**config.mk**
```make
export PLATFORM = sky130hd
export DESIGN_NAME = sorted_insertion_stack_unit
export DESIGN_NICKNAME = d
export VERILOG_FILES = /design/src/rtl/core/sis_pkg.sv /design/src/rtl/core/sis_store.sv /design/src/rtl/core/sis_seq.sv /design/src/rtl/core/sorted_insertion_stack_unit.sv
export SDC_FILE = /design/constraint.sdc
export NUM_CORES = 2
export LEC_CHECK = 0
export CAP_MARGIN = 20
export CORE_AREA = 2 2 378 380
export CTS_CLUSTER_DIAMETER = 200
export CTS_CLUSTER_SIZE = 28
export DETAILED_ROUTE_END_ITERATION = 12
export DIE_AREA = 0 0 380 382
export DONT_BUFFER_PORTS = 1
export SYNTH_ARGS = -nofsm -noshare
export SYNTH_HDL_FRONTEND = slang
export SYNTH_HIERARCHICAL = 1
export SYNTH_SLANG_ARGS = --single-unit
```
**constraint.sdc**
```tcl
create_clock -name clk -period 23.4 [get_ports clk]
set_input_delay 4.68 -clock clk [delete_from_list [all_inputs] [get_ports clk]]
set_output_delay 4.68 -clock clk [all_outputs]
set_load 0.005 [all_outputs]
```
**src/rtl/core/sis_pkg.sv**
```systemverilog
// Package for the sorted insertion stack: field widths, operation codes,
// default sizes and the memory control struct. No dependencies.
package sis_pkg;

  localparam int unsigned KEY_W       = 32;
  localparam int unsigned PAY_PORT_W  = 32;
  localparam int unsigned COUNT_W     = 5;
  localparam int unsigned OP_W        = 2;

  localparam int unsigned DEPTH_DEF         = 16;
  localparam int unsigned PAYLOAD_WIDTH_DEF = 32;

  localparam logic [OP_W-1:0] OP_SORTED_PUSH = 2'd0;
  localparam logic [OP_W-1:0] OP_PLAIN_PUSH  = 2'd1;
  localparam logic [OP_W-1:0] OP_POP         = 2'd2;
  localparam logic [OP_W-1:0] OP_PEEK        = 2'd3;

  // Write and read enables from the sequencer to the entry store.
  typedef struct packed {
    logic wr_en;
    logic rd_en;
  } sis_mem_ctl_t;

endpackage

```
**src/rtl/core/sis_store.sv**
```systemverilog
// Entry store of the sorted insertion stack: key and payload memory with
// one write port and one registered read port. Depends on sis_pkg.
module sis_store
  import sis_pkg::*;
#(
  parameter int unsigned DEPTH         = DEPTH_DEF,
  parameter int unsigned PAYLOAD_WIDTH = PAYLOAD_WIDTH_DEF,
  localparam int unsigned AW           = $clog2(DEPTH)
) (
  input  logic                     clk,
  input  sis_mem_ctl_t             mem_ctl,
  input  logic [AW-1:0]            wr_addr,
  input  logic signed [KEY_W-1:0]  wr_key,
  input  logic [PAYLOAD_WIDTH-1:0] wr_pay,
  input  logic [AW-1:0]            rd_addr,
  output logic signed [KEY_W-1:0]  rd_key,
  output logic [PAYLOAD_WIDTH-1:0] rd_pay
);

  logic signed [KEY_W-1:0]  key_mem [DEPTH];
  logic [PAYLOAD_WIDTH-1:0] pay_mem [DEPTH];
  logic signed [KEY_W-1:0]  rd_key_r;
  logic [PAYLOAD_WIDTH-1:0] rd_pay_r;

  always_ff @(posedge clk) begin
    if (mem_ctl.wr_en) begin
      key_mem[wr_addr] <= wr_key;
      pay_mem[wr_addr] <= wr_pay;
    end
  end

  always_ff @(posedge clk) begin
    if (mem_ctl.rd_en) begin
      rd_key_r <= key_mem[rd_addr];
      rd_pay_r <= pay_mem[rd_addr];
    end
  end

  assign rd_key = rd_key_r;
  assign rd_pay = rd_pay_r;

endmodule

```
**src/rtl/core/sis_seq.sv**
```systemverilog
// Sequencer of the sorted insertion stack: request handshake, fill count,
// shared key comparator for the insert scan, result register. Depends on sis_pkg.
module sis_seq
  import sis_pkg::*;
#(
  parameter int unsigned DEPTH         = DEPTH_DEF,
  parameter int unsigned PAYLOAD_WIDTH = PAYLOAD_WIDTH_DEF,
  localparam int unsigned AW           = $clog2(DEPTH),
  localparam int unsigned CNT_W        = $clog2(DEPTH + 1)
) (
  input  logic                     clk,
  input  logic                     rst_n,
  input  logic                     in_valid,
  output logic                     in_stall,
  input  logic [OP_W-1:0]          in_operation,
  input  logic signed [KEY_W-1:0]  in_key,
  input  logic [PAY_PORT_W-1:0]    in_payload,
  output logic                     out_valid,
  input  logic                     out_stall,
  output logic signed [KEY_W-1:0]  out_top_key,
  output logic [PAY_PORT_W-1:0]    out_top_payload,
  output logic [COUNT_W-1:0]       out_entry_count,
  output logic                     out_is_empty,
  output logic                     out_error,
  output sis_mem_ctl_t             mem_ctl,
  output logic [AW-1:0]            wr_addr,
  output logic signed [KEY_W-1:0]  wr_key,
  output logic [PAYLOAD_WIDTH-1:0] wr_pay,
  output logic [AW-1:0]            rd_addr,
  input  logic signed [KEY_W-1:0]  rd_key,
  input  logic [PAYLOAD_WIDTH-1:0] rd_pay
);

  localparam logic [2:0] S_IDLE     = 3'd0;
  localparam logic [2:0] S_SCAN_RD  = 3'd1;
  localparam logic [2:0] S_SCAN_CMP = 3'd2;
  localparam logic [2:0] S_PLACE    = 3'd3;
  localparam logic [2:0] S_TOP_RD   = 3'd4;
  localparam logic [2:0] S_TOP_CAP  = 3'd5;
  localparam logic [2:0] S_EMIT     = 3'd6;

  localparam logic [CNT_W-1:0] FULL_CNT = CNT_W'(DEPTH);
  localparam logic [CNT_W-1:0] ONE_CNT  = CNT_W'(1);
  localparam logic [AW-1:0]    ONE_POS  = AW'(1);

  logic [2:0]               state_r, state_nxt;
  logic [CNT_W-1:0]         fill_r, fill_nxt;
  logic [AW-1:0]            pos_r, pos_nxt;
  logic [OP_W-1:0]          op_r;
  logic signed [KEY_W-1:0]  key_r;
  logic [PAYLOAD_WIDTH-1:0] pay_r;
  logic                     err_r;
  logic signed [KEY_W-1:0]  res_key_r;
  logic [PAYLOAD_WIDTH-1:0] res_pay_r;

  logic                     out_valid_r;
  logic signed [KEY_W-1:0]  out_key_r;
  logic [PAY_PORT_W-1:0]    out_pay_r;
  logic [COUNT_W-1:0]       out_count_r;
  logic                     out_empty_r;
  logic                     out_err_r;

  logic                     accept;
  logic                     is_push;
  logic                     key_gt;
  logic                     out_free;
  logic [CNT_W-1:0]         fill_m1;

  assign in_stall = (state_r != S_IDLE);
  assign accept   = in_valid && !in_stall;
  assign is_push  = (in_operation == OP_SORTED_PUSH) || (in_operation == OP_PLAIN_PUSH);
  assign key_gt   = (key_r > rd_key);
  assign out_free = !out_valid_r || !out_stall;
  assign fill_m1  = fill_r - ONE_CNT;

  // Memory requests: scan reads walk down from the top, shifts write one up.
  always_comb begin
    mem_ctl.rd_en = (state_r == S_SCAN_RD) || (state_r == S_TOP_RD);
    mem_ctl.wr_en = ((state_r == S_SCAN_CMP) && key_gt) || (state_r == S_PLACE);
    rd_addr       = (state_r == S_SCAN_RD) ? (pos_r - ONE_POS) : fill_m1[AW-1:0];
    wr_addr       = pos_r;
    wr_key        = (state_r == S_PLACE) ? key_r : rd_key;
    wr_pay        = (state_r == S_PLACE) ? pay_r : rd_pay;
  end

  always_comb begin
    state_nxt = state_r;
    fill_nxt  = fill_r;
    pos_nxt   = pos_r;
    unique case (state_r)
      S_IDLE: begin
        if (accept) begin
          if (is_push) begin
            pos_nxt = fill_r[AW-1:0];
            if (fill_r == FULL_CNT) begin
              state_nxt = S_TOP_RD;
            end else if ((in_operation == OP_SORTED_PUSH) && (fill_r != '0)) begin
              state_nxt = S_SCAN_RD;
            end else begin
              state_nxt = S_PLACE;
            end
          end else if (fill_r == '0) begin
            state_nxt = S_EMIT;
          end else begin
            state_nxt = S_TOP_RD;
          end
        end
      end
      S_SCAN_RD: state_nxt = S_SCAN_CMP;
      S_SCAN_CMP: begin
        if (key_gt) begin
          // shift this entry up one slot and keep scanning down
          pos_nxt   = pos_r - ONE_POS;
          state_nxt = (pos_r == ONE_POS) ? S_PLACE : S_SCAN_RD;
        end else begin
          state_nxt = S_PLACE;
        end
      end
      S_PLACE: begin
        fill_nxt  = fill_r + ONE_CNT;
        state_nxt = S_TOP_RD;
      end
      S_TOP_RD: state_nxt = S_TOP_CAP;
      S_TOP_CAP: begin
        if (op_r == OP_POP) begin
          fill_nxt = fill_m1;
        end
        state_nxt = S_EMIT;
      end
      S_EMIT: begin
        if (out_free) begin
          state_nxt = S_IDLE;
        end
      end
      default: state_nxt = S_IDLE;
    endcase
  end

  always_ff @(posedge clk) begin
    if (!rst_n) begin
      state_r <= S_IDLE;
      fill_r  <= '0;
    end else begin
      state_r <= state_nxt;
      fill_r  <= fill_nxt;
    end
  end

  // Request capture and result staging.
  always_ff @(posedge clk) begin
    pos_r <= pos_nxt;
    if (accept) begin
      op_r      <= in_operation;
      key_r     <= in_key;
      pay_r     <= PAYLOAD_WIDTH'(in_payload);
      err_r     <= is_push ? (fill_r == FULL_CNT) : (fill_r == '0);
      res_key_r <= '0;
      res_pay_r <= '0;
    end else if (state_r == S_TOP_CAP) begin
      res_key_r <= rd_key;
      res_pay_r <= rd_pay;
    end
  end

  always_ff @(posedge clk) begin
    if (!rst_n) begin
      out_valid_r <= 1'b0;
    end else if ((state_r == S_EMIT) && out_free) begin
      out_valid_r <= 1'b1;
    end else if (!out_stall) begin
      out_valid_r <= 1'b0;
    end
  end

  always_ff @(posedge clk) begin
    if ((state_r == S_EMIT) && out_free) begin
      out_key_r   <= res_key_r;
      out_pay_r   <= PAY_PORT_W'(res_pay_r);
      out_count_r <= COUNT_W'(fill_r);
      out_empty_r <= (fill_r == '0);
      out_err_r   <= err_r;
    end
  end

  assign out_valid       = out_valid_r;
  assign out_top_key     = out_key_r;
  assign out_top_payload = out_pay_r;
  assign out_entry_count = out_count_r;
  assign out_is_empty    = out_empty_r;
  assign out_error       = out_err_r;

  a_fill_bound: assert property (@(posedge clk) disable iff (!rst_n)
    fill_r <= FULL_CNT)
    else $error("fill count beyond depth");

  a_scan_pos: assert property (@(posedge clk) disable iff (!rst_n)
    (state_r == S_SCAN_RD || state_r == S_SCAN_CMP) |-> (pos_r != '0))
    else $error("insert scan below bottom entry");

  a_busy_after_accept: assert property (@(posedge clk) disable iff (!rst_n)
    accept |=> (state_r != S_IDLE))
    else $error("request accepted without starting work");

  a_result_from_emit: assert property (@(posedge clk) disable iff (!rst_n)
    $rose(out_valid_r) |-> ($past(state_r) == S_EMIT))
    else $error("result raised outside emit");

  a_place_not_full: assert property (@(posedge clk) disable iff (!rst_n)
    (state_r == S_PLACE) |-> (fill_r != FULL_CNT))
    else $error("entry placed into full stack");

endmodule

```
**src/rtl/core/sorted_insertion_stack_unit.sv**
```systemverilog
// Top level of the sorted insertion stack: ties the sequencer to the entry
// store. Depends on sis_pkg, sis_seq and sis_store.
//
//  channel   direction  handshake            payload
//  in_       request    in_valid / in_stall  in_operation, in_key, in_payload
//  out_      result     out_valid/out_stall  out_top_key, out_top_payload,
//                                            out_entry_count, out_is_empty,
//                                            out_error
//
// Each request runs alone through one sequencer; the next is taken only when
// the previous has been handed to the result register. Pop and peek read and
// capture the top, then emit; plain push places the entry and then reads the
// top; sorted push first scans down from the top over at most the fill level
// of entries, with one read and one compare per step on the single memory
// read port. A push into a full stack skips the scan and the write. An error
// on empty pop or peek goes straight to the emit step.
// Reset (rst_n low, synchronous) empties the stack; entry memory is not
// cleared, since only entries below the fill level are ever read.
// A stalled result holds in the output register; a finished request waits
// in the emit step while that register is still occupied.
module sorted_insertion_stack_unit
  import sis_pkg::*;
#(
  parameter int unsigned DEPTH         = DEPTH_DEF,
  parameter int unsigned PAYLOAD_WIDTH = PAYLOAD_WIDTH_DEF
) (
  input  logic                    clk,
  input  logic                    rst_n,
  input  logic                    in_valid,
  output logic                    in_stall,
  input  logic [OP_W-1:0]         in_operation,
  input  logic signed [KEY_W-1:0] in_key,
  input  logic [PAY_PORT_W-1:0]   in_payload,
  output logic                    out_valid,
  input  logic                    out_stall,
  output logic signed [KEY_W-1:0] out_top_key,
  output logic [PAY_PORT_W-1:0]   out_top_payload,
  output logic [COUNT_W-1:0]      out_entry_count,
  output logic                    out_is_empty,
  output logic                    out_error
);

  localparam int unsigned AW = $clog2(DEPTH);

  // Memory request path between sequencer and store.
  sis_mem_ctl_t             mem_ctl;
  logic [AW-1:0]            wr_addr;
  logic signed [KEY_W-1:0]  wr_key;
  logic [PAYLOAD_WIDTH-1:0] wr_pay;
  logic [AW-1:0]            rd_addr;
  logic signed [KEY_W-1:0]  rd_key;
  logic [PAYLOAD_WIDTH-1:0] rd_pay;

  // Sequencer: accepts requests, walks the insert scan, stages results.
  sis_seq #(
    .DEPTH         (DEPTH),
    .PAYLOAD_WIDTH (PAYLOAD_WIDTH)
  ) u_seq (
    .clk             (clk),
    .rst_n           (rst_n),
    .in_valid        (in_valid),
    .in_stall        (in_stall),
    .in_operation    (in_operation),
    .in_key          (in_key),
    .in_payload      (in_payload),
    .out_valid       (out_valid),
    .out_stall       (out_stall),
    .out_top_key     (out_top_key),
    .out_top_payload (out_top_payload),
    .out_entry_count (out_entry_count),
    .out_is_empty    (out_is_empty),
    .out_error       (out_error),
    .mem_ctl         (mem_ctl),
    .wr_addr         (wr_addr),
    .wr_key          (wr_key),
    .wr_pay          (wr_pay),
    .rd_addr         (rd_addr),
    .rd_key          (rd_key),
    .rd_pay          (rd_pay)
  );

  // Entry store: index 0 is the bottom of the stack.
  sis_store #(
    .DEPTH         (DEPTH),
    .PAYLOAD_WIDTH (PAYLOAD_WIDTH)
  ) u_store (
    .clk     (clk),
    .mem_ctl (mem_ctl),
    .wr_addr (wr_addr),
    .wr_key  (wr_key),
    .wr_pay  (wr_pay),
    .rd_addr (rd_addr),
    .rd_key  (rd_key),
    .rd_pay  (rd_pay)
  );

endmodule

```
After elaboration in Yosys (flattened, before gate mapping) --
Memories as Yosys holds them, arrays and structs flattened. A register that Yosys moved wholly into a read port is not among the register bits. Cells that the tools add are included.
Storage, ports and cells: flip-flop bits (word level) 215, memory bits (writable) 1024, input bits 70, memories 2
Operators by class: add/subtract/negate cells 3, magnitude comparators 1, eq/ne operators 16, multiplexer cells 23, reduce and logical (&&, ||, !) cells 21
Memories:
- u_store.key_mem | depth 16, width 32, read ports 1, clocked after memory_dff 1, write ports 1, RTL line sis_store.sv:20 | logic signed [KEY_W-1:0] key_mem [DEPTH];
- u_store.pay_mem | depth 16, width 32, read ports 1, clocked after memory_dff 1, write ports 1, RTL line sis_store.sv:21 | logic [PAYLOAD_WIDTH-1:0] pay_mem [DEPTH];
Operator list (number):
- $mux 32 | 2
- $gt 32x32->1 | 1
- $pmux 3 s7 | 1
- $mux 4 | 4
- $mux 3 | 5
- $ne 2x1->1 const B | 6
- $pmux 5 s2 | 1
- $eq 3x3->1 const B | 3
- $pmux 4 s2 | 1
- $eq 3x2->1 const B | 2
- $mux 2 | 3
- $add 5x1->5 const B | 1
- $eq 5x5->1 const B | 1
- $logic_not 5->1 | 1
- $mux 1 | 5
- $mux 5 | 1
- $reduce_bool 5->1 | 1
- $sub 5x1->5 const B | 1
- $eq 4x1->1 const B | 1
- $logic_and 1x1->1 | 4
- $logic_or 1x1->1 | 4
- $reduce_and 2->1 | 2
- $reduce_and 4->1 | 1
- $reduce_bool 2->1 | 2
- other kinds (8) | 10

Longest topological paths before layout --
depth after elaboration 7, gate-level depth with buffers 11

Cells and area by module --
Netlist, hierarchy kept.
By module, submodules not included:
- sis_store | instances 1, cells each 1647, area an instance 40226.1 µm², seq. area each 32671.3 µm²
- sis_seq | instances 1, cells each 719, area an instance 8826.0 µm², seq. area each 5725.5 µm²

Least setup slack after synthesis --
Ideal clock, no wire load.
path kind input to register, start in out_stall, end reg u_seq.out_count_r[0], in the netlist u_seq/out_entry_count[0] (enable), library setup time 602 ps, data arrival time 9935 ps, setup slack 12863 ps, stages on the path 2, cell sequence nand2_1 -> nor3b_1
Between the ends: cells in the longest elaborated chain, start to end 3
Ends and longest elaborated chain:
- start: declaration | RTL line sorted_insertion_stack_unit.sv:35 | input logic out_stall,
- $logic_not 1->1 | RTL line sis_seq.sv:73 | assign out_free = !out_valid_r || !out_stall;
- $logic_or 1x1->1 | RTL line sis_seq.sv:73
- $logic_and 1x1->1 | RTL line sis_seq.sv:176 | if ((state_r == S_EMIT) && out_free) begin
- end signal: assignment | RTL line sis_seq.sv:179 | out_count_r <= COUNT_W'(fill_r);
- end: declaration | RTL line sis_seq.sv:59 | logic [COUNT_W-1:0] out_count_r;
No other way between the ends. A chain may end at the register's enable or synchronous reset.

Worst setup path in the final report --
start reg u_seq.state_r[0], end out in_stall
Between the ends: cells in the longest elaborated chain, start to end 1
Ends and longest elaborated chain:
- start: declaration | RTL line sis_seq.sv:46 | logic [2:0] state_r, state_nxt;
- start signal: assignment | RTL line sis_seq.sv:144 | state_r <= state_nxt;
- $reduce_bool 3->1 | RTL line sis_seq.sv:69 | assign in_stall = (state_r != S_IDLE);
- end: declaration | RTL line sorted_insertion_stack_unit.sv:30 | output logic in_stall,
No other way between the ends.

==> results.yml <==
power_and_ir_drop:
  powerDensity_nw_per_um2: 108
  power.share.switching_pct: 29.7
  peakVddDrop_uv: 87.7
  clockPowerShare_pct: 19.5
  power.internal_uw: 4020
  power_switching_uw: 1700
  p_leak_uw: 0.0165
  p_comb_share_pct: 24.7
  seq_power_share_pct: 55.7
cts:
  clkLatencyLatePin_ns: 0.69
  cts_tree: "yes"
  cts_buffer_depth: 3
  path_clk_slew_ns: 0.10
  cts_setup_buffers: 0
  cts_resized: 0
  cts.sinks: 1303
  h-tree-depth: 2
  cts_hold_buf: 0
  cts_root_buffer: "clkbuf_16"
  cts_inserted_buffers: 52
worst_setup_path:
  endpoint_kind: "output pin"
  critPathMaxStageDelay_ns: 0.53
  cp.arrival_ns: 1.70
  worstPathRequired_ns: 18.72
  crit_buf_inv: 0
  path_class: "reg -> out"
  crit_slowest_cell: "or3_1"
  start_kind: "flop"
  path_cells: "or3_1"
  crit_family: "simple AND/OR/NAND/NOR gates"
  cp_max_fo: 16
cells_and_area:
  drive_above_1_share_pct: 19.5
  fin_util_pct: 37.6
  syn2layout_area_growth_pct: 8.09
  num-fill-cells: 12700
  nets: 2467
synth:
  synth.yosys.seq_area_share_pct: 78.3
  ys_top_cells_by_area: "edfxtp_1 (75%), mux4_2 (12%), dfxtp_1 (3.0%)"
  ys_top_cells_by_count: "edfxtp_1 (1230), mux4_2 (256), nand2_1 (210)"
  syn_avg_cell_area_um2: 20.7
  yosysMostFrequentCell: "edfxtp_1"
  yosysWarnings: 6
  synth.distinct_cells: 54
  synth_top_cell_by_area: "edfxtp_1"
  synth_cells: 2366
  synth_nets: 2472
  yosys_register_bits: 1303
  synth_top_cell_area_share_pct: 75.3
  syn_area_um2: 49100
  async_reset_ff_share_pct: 0
  synth_flop_cell: "edfxtp_1"
  synth_edf_count: 1230
floorplanning:
  die_w_um: 380
  row_count: 138
  core-area_um2: 141000
  initial_utilization_pct: 34.8
  fp.dieArea_um2: 145000
  die_h_um: 382
  io_pins: 143
timing:
  setup_viol: 0
  finalSetupTns_ns: 0
  slew_headroom_pct: 27.1
  slew_viol_final: 0
  worst_pin_slew_ns: 1.09
  rsz0062_at_grt: "false"
  max_freq_ghz: 0.157
  fin_crit_ns: 6.38
  skew_ns: 0.0343
  finalCritPeriodShare_pct: 27.3
  hold_viol_final: 0
global_route:
  grt_first_pass_wirelength_um: 161000
  grt_overflow_total: 0
  grt_start_max_net_pins: 109
  grtUsageTotal_pct: 15.1
  first_global_vias: 22700
  antenna_found_initial: 8
detailed_routing:
  viasPerCell: 5.27
  first_pass_iters: 5
  drt_iter0_markers: 2388
  wl_um: 112000
  ant_nets: 0
  drcViolationCount: 0
  vias: 22600
  wire_per_inst_um: 26.0
job:
  maxCapViolCount: 0
placed_design:
  numPortBuffers: 0
  gp_congestion: 0.727
  post-dp-hpwl_um: 60600
worst_hold_path:
  hold_class: "reg -> reg"
run_status:
  run_status: "completed"
[routing by layer]
metal,vias to the layer above,track usage (%),share of wire (%)
met3,101,2.84,6.9
met4,8,2.65,1.5
met1,12200,21.4,43
li1,9575,-,-
met2,727,24.6,48
met5,-,0,0.049
[stage by stage]
| stage | total power (uW) | area (um2) | cells | worst slack, ns | hold WS (ns) |
|---|---|---|---|---|---|
| final | 5720 | 53000 | 4297 | 17.02 | 0.438 |
| after global routing | 5990 | 53000 | 4295 | 16.91 | 0.454 |
| after CTS | 5780 | 53000 | 4295 | 16.97 | 0.441 |
| after detailed placement | 4680 | 51500 | 4197 | 17.01 | 0.413 |
| after global placement | 4620 | 51500 | 4196 | 17.04 | 0.405 |
| after floorplan | 4190 | 49100 | 2366 | 12.86 | 0.400 |
[cells by family after synthesis]
logic type               share of synthesized area (%)
flip-flops                                        78.3
multiplexers                                      13.3
AND/OR/NAND/NOR                                   2.58
AO/OA/AOI/OAI                                     3.25
buffers and inverters                             1.53
adder cells (fa/ha/maj)                          0.918
XOR/XNOR                                         0.179
[area by class of cell]
class / instances / area [um2] / area share, %
multi-input combinational: 905 / 10100 / 19.1
clock buffer: 96 / 1510 / 2.85
tap: 1890 / 2360 / 4.46
clock inverter: 2 / 32.5 / 0.0614
antenna: 2 / 5.00 / 0.00944
timing repair buffer: 60 / 460 / 0.868
inverter: 39 / 146 / 0.276
sequential: 1303 / 38400 / 72.4
[placed cells by master, fill, tap and decap left out, types with 2 or more instances in the layout]
master / n
nor2_1: 16
edfxtp_1: 1230
xnor2_1: 6
diode_2: 2
mux2_2: 64
inv_1: 39
a21boi_0: 2
nor3_1: 3
ha_1: 36
mux2i_4: 2
dfxtp_1: 73
a21o_1: 2
clkbuf_16: 54
nand2_1: 210
and3_1: 2
a22oi_1: 128
nor3_2: 4
o21ai_0: 7
xor2_1: 4
a221o_1: 2
nor2_4: 15
buf_4: 58
and2_1: 5
nand3b_1: 3
nand2b_1: 5
nand4_1: 11
or3_1: 2
a21oi_1: 82
clkinv_8: 2
mux4_2: 256
nor2b_4: 2
nand3_1: 8
clkbuf_1: 42
[flip-flops by register name, indices dropped and copies added (netlist names)]
register               count
u_store/pay_mem          512
u_store/rd_key            32
u_seq/out_top_payload     32
u_seq/out_error            1
u_seq/state_r              3
u_seq/res_pay_r           32
u_store/key_mem          512
u_store/rd_pay            32
u_seq/out_entry_count      5
u_seq/pay_r               32
u_seq/out_is_empty         1
u_seq/fill_r               5
u_seq/op_r                 2
u_seq/key_r               32
u_seq/wr_addr              4
u_seq/err_r                1
u_seq/out_valid            1
u_seq/res_key_r           32
u_seq/out_top_key         32
[worst paths after layout]
path	to	startpoint	slack [ns]	cells past startpoint
max reg2reg	u_store/rd_pay[11]	u_seq/state_r[0]	17.96	9
min reg2reg	u_seq/out_top_payload[2]	u_seq/res_pay_r[2]	0.44	0
min	u_seq/out_top_payload[2]	u_seq/res_pay_r[2]	0.44	0
max	in_stall	u_seq/state_r[0]	17.02	1
[power by group through the flow]
| stage | clock (uW) | sequential, uW | combinational (uW) |
|---|---|---|---|
| final | 1120 | 3190 | 1420 |
| after global routing | 1230 | 3210 | 1550 |
| after CTS | 1150 | 3190 | 1440 |
| after detailed placement | 0 | 3240 | 1430 |
| after global placement | 0 | 3240 | 1380 |
| after floorplan | 0 | 3190 | 1000 |
(Power assumes the default switching activity.)
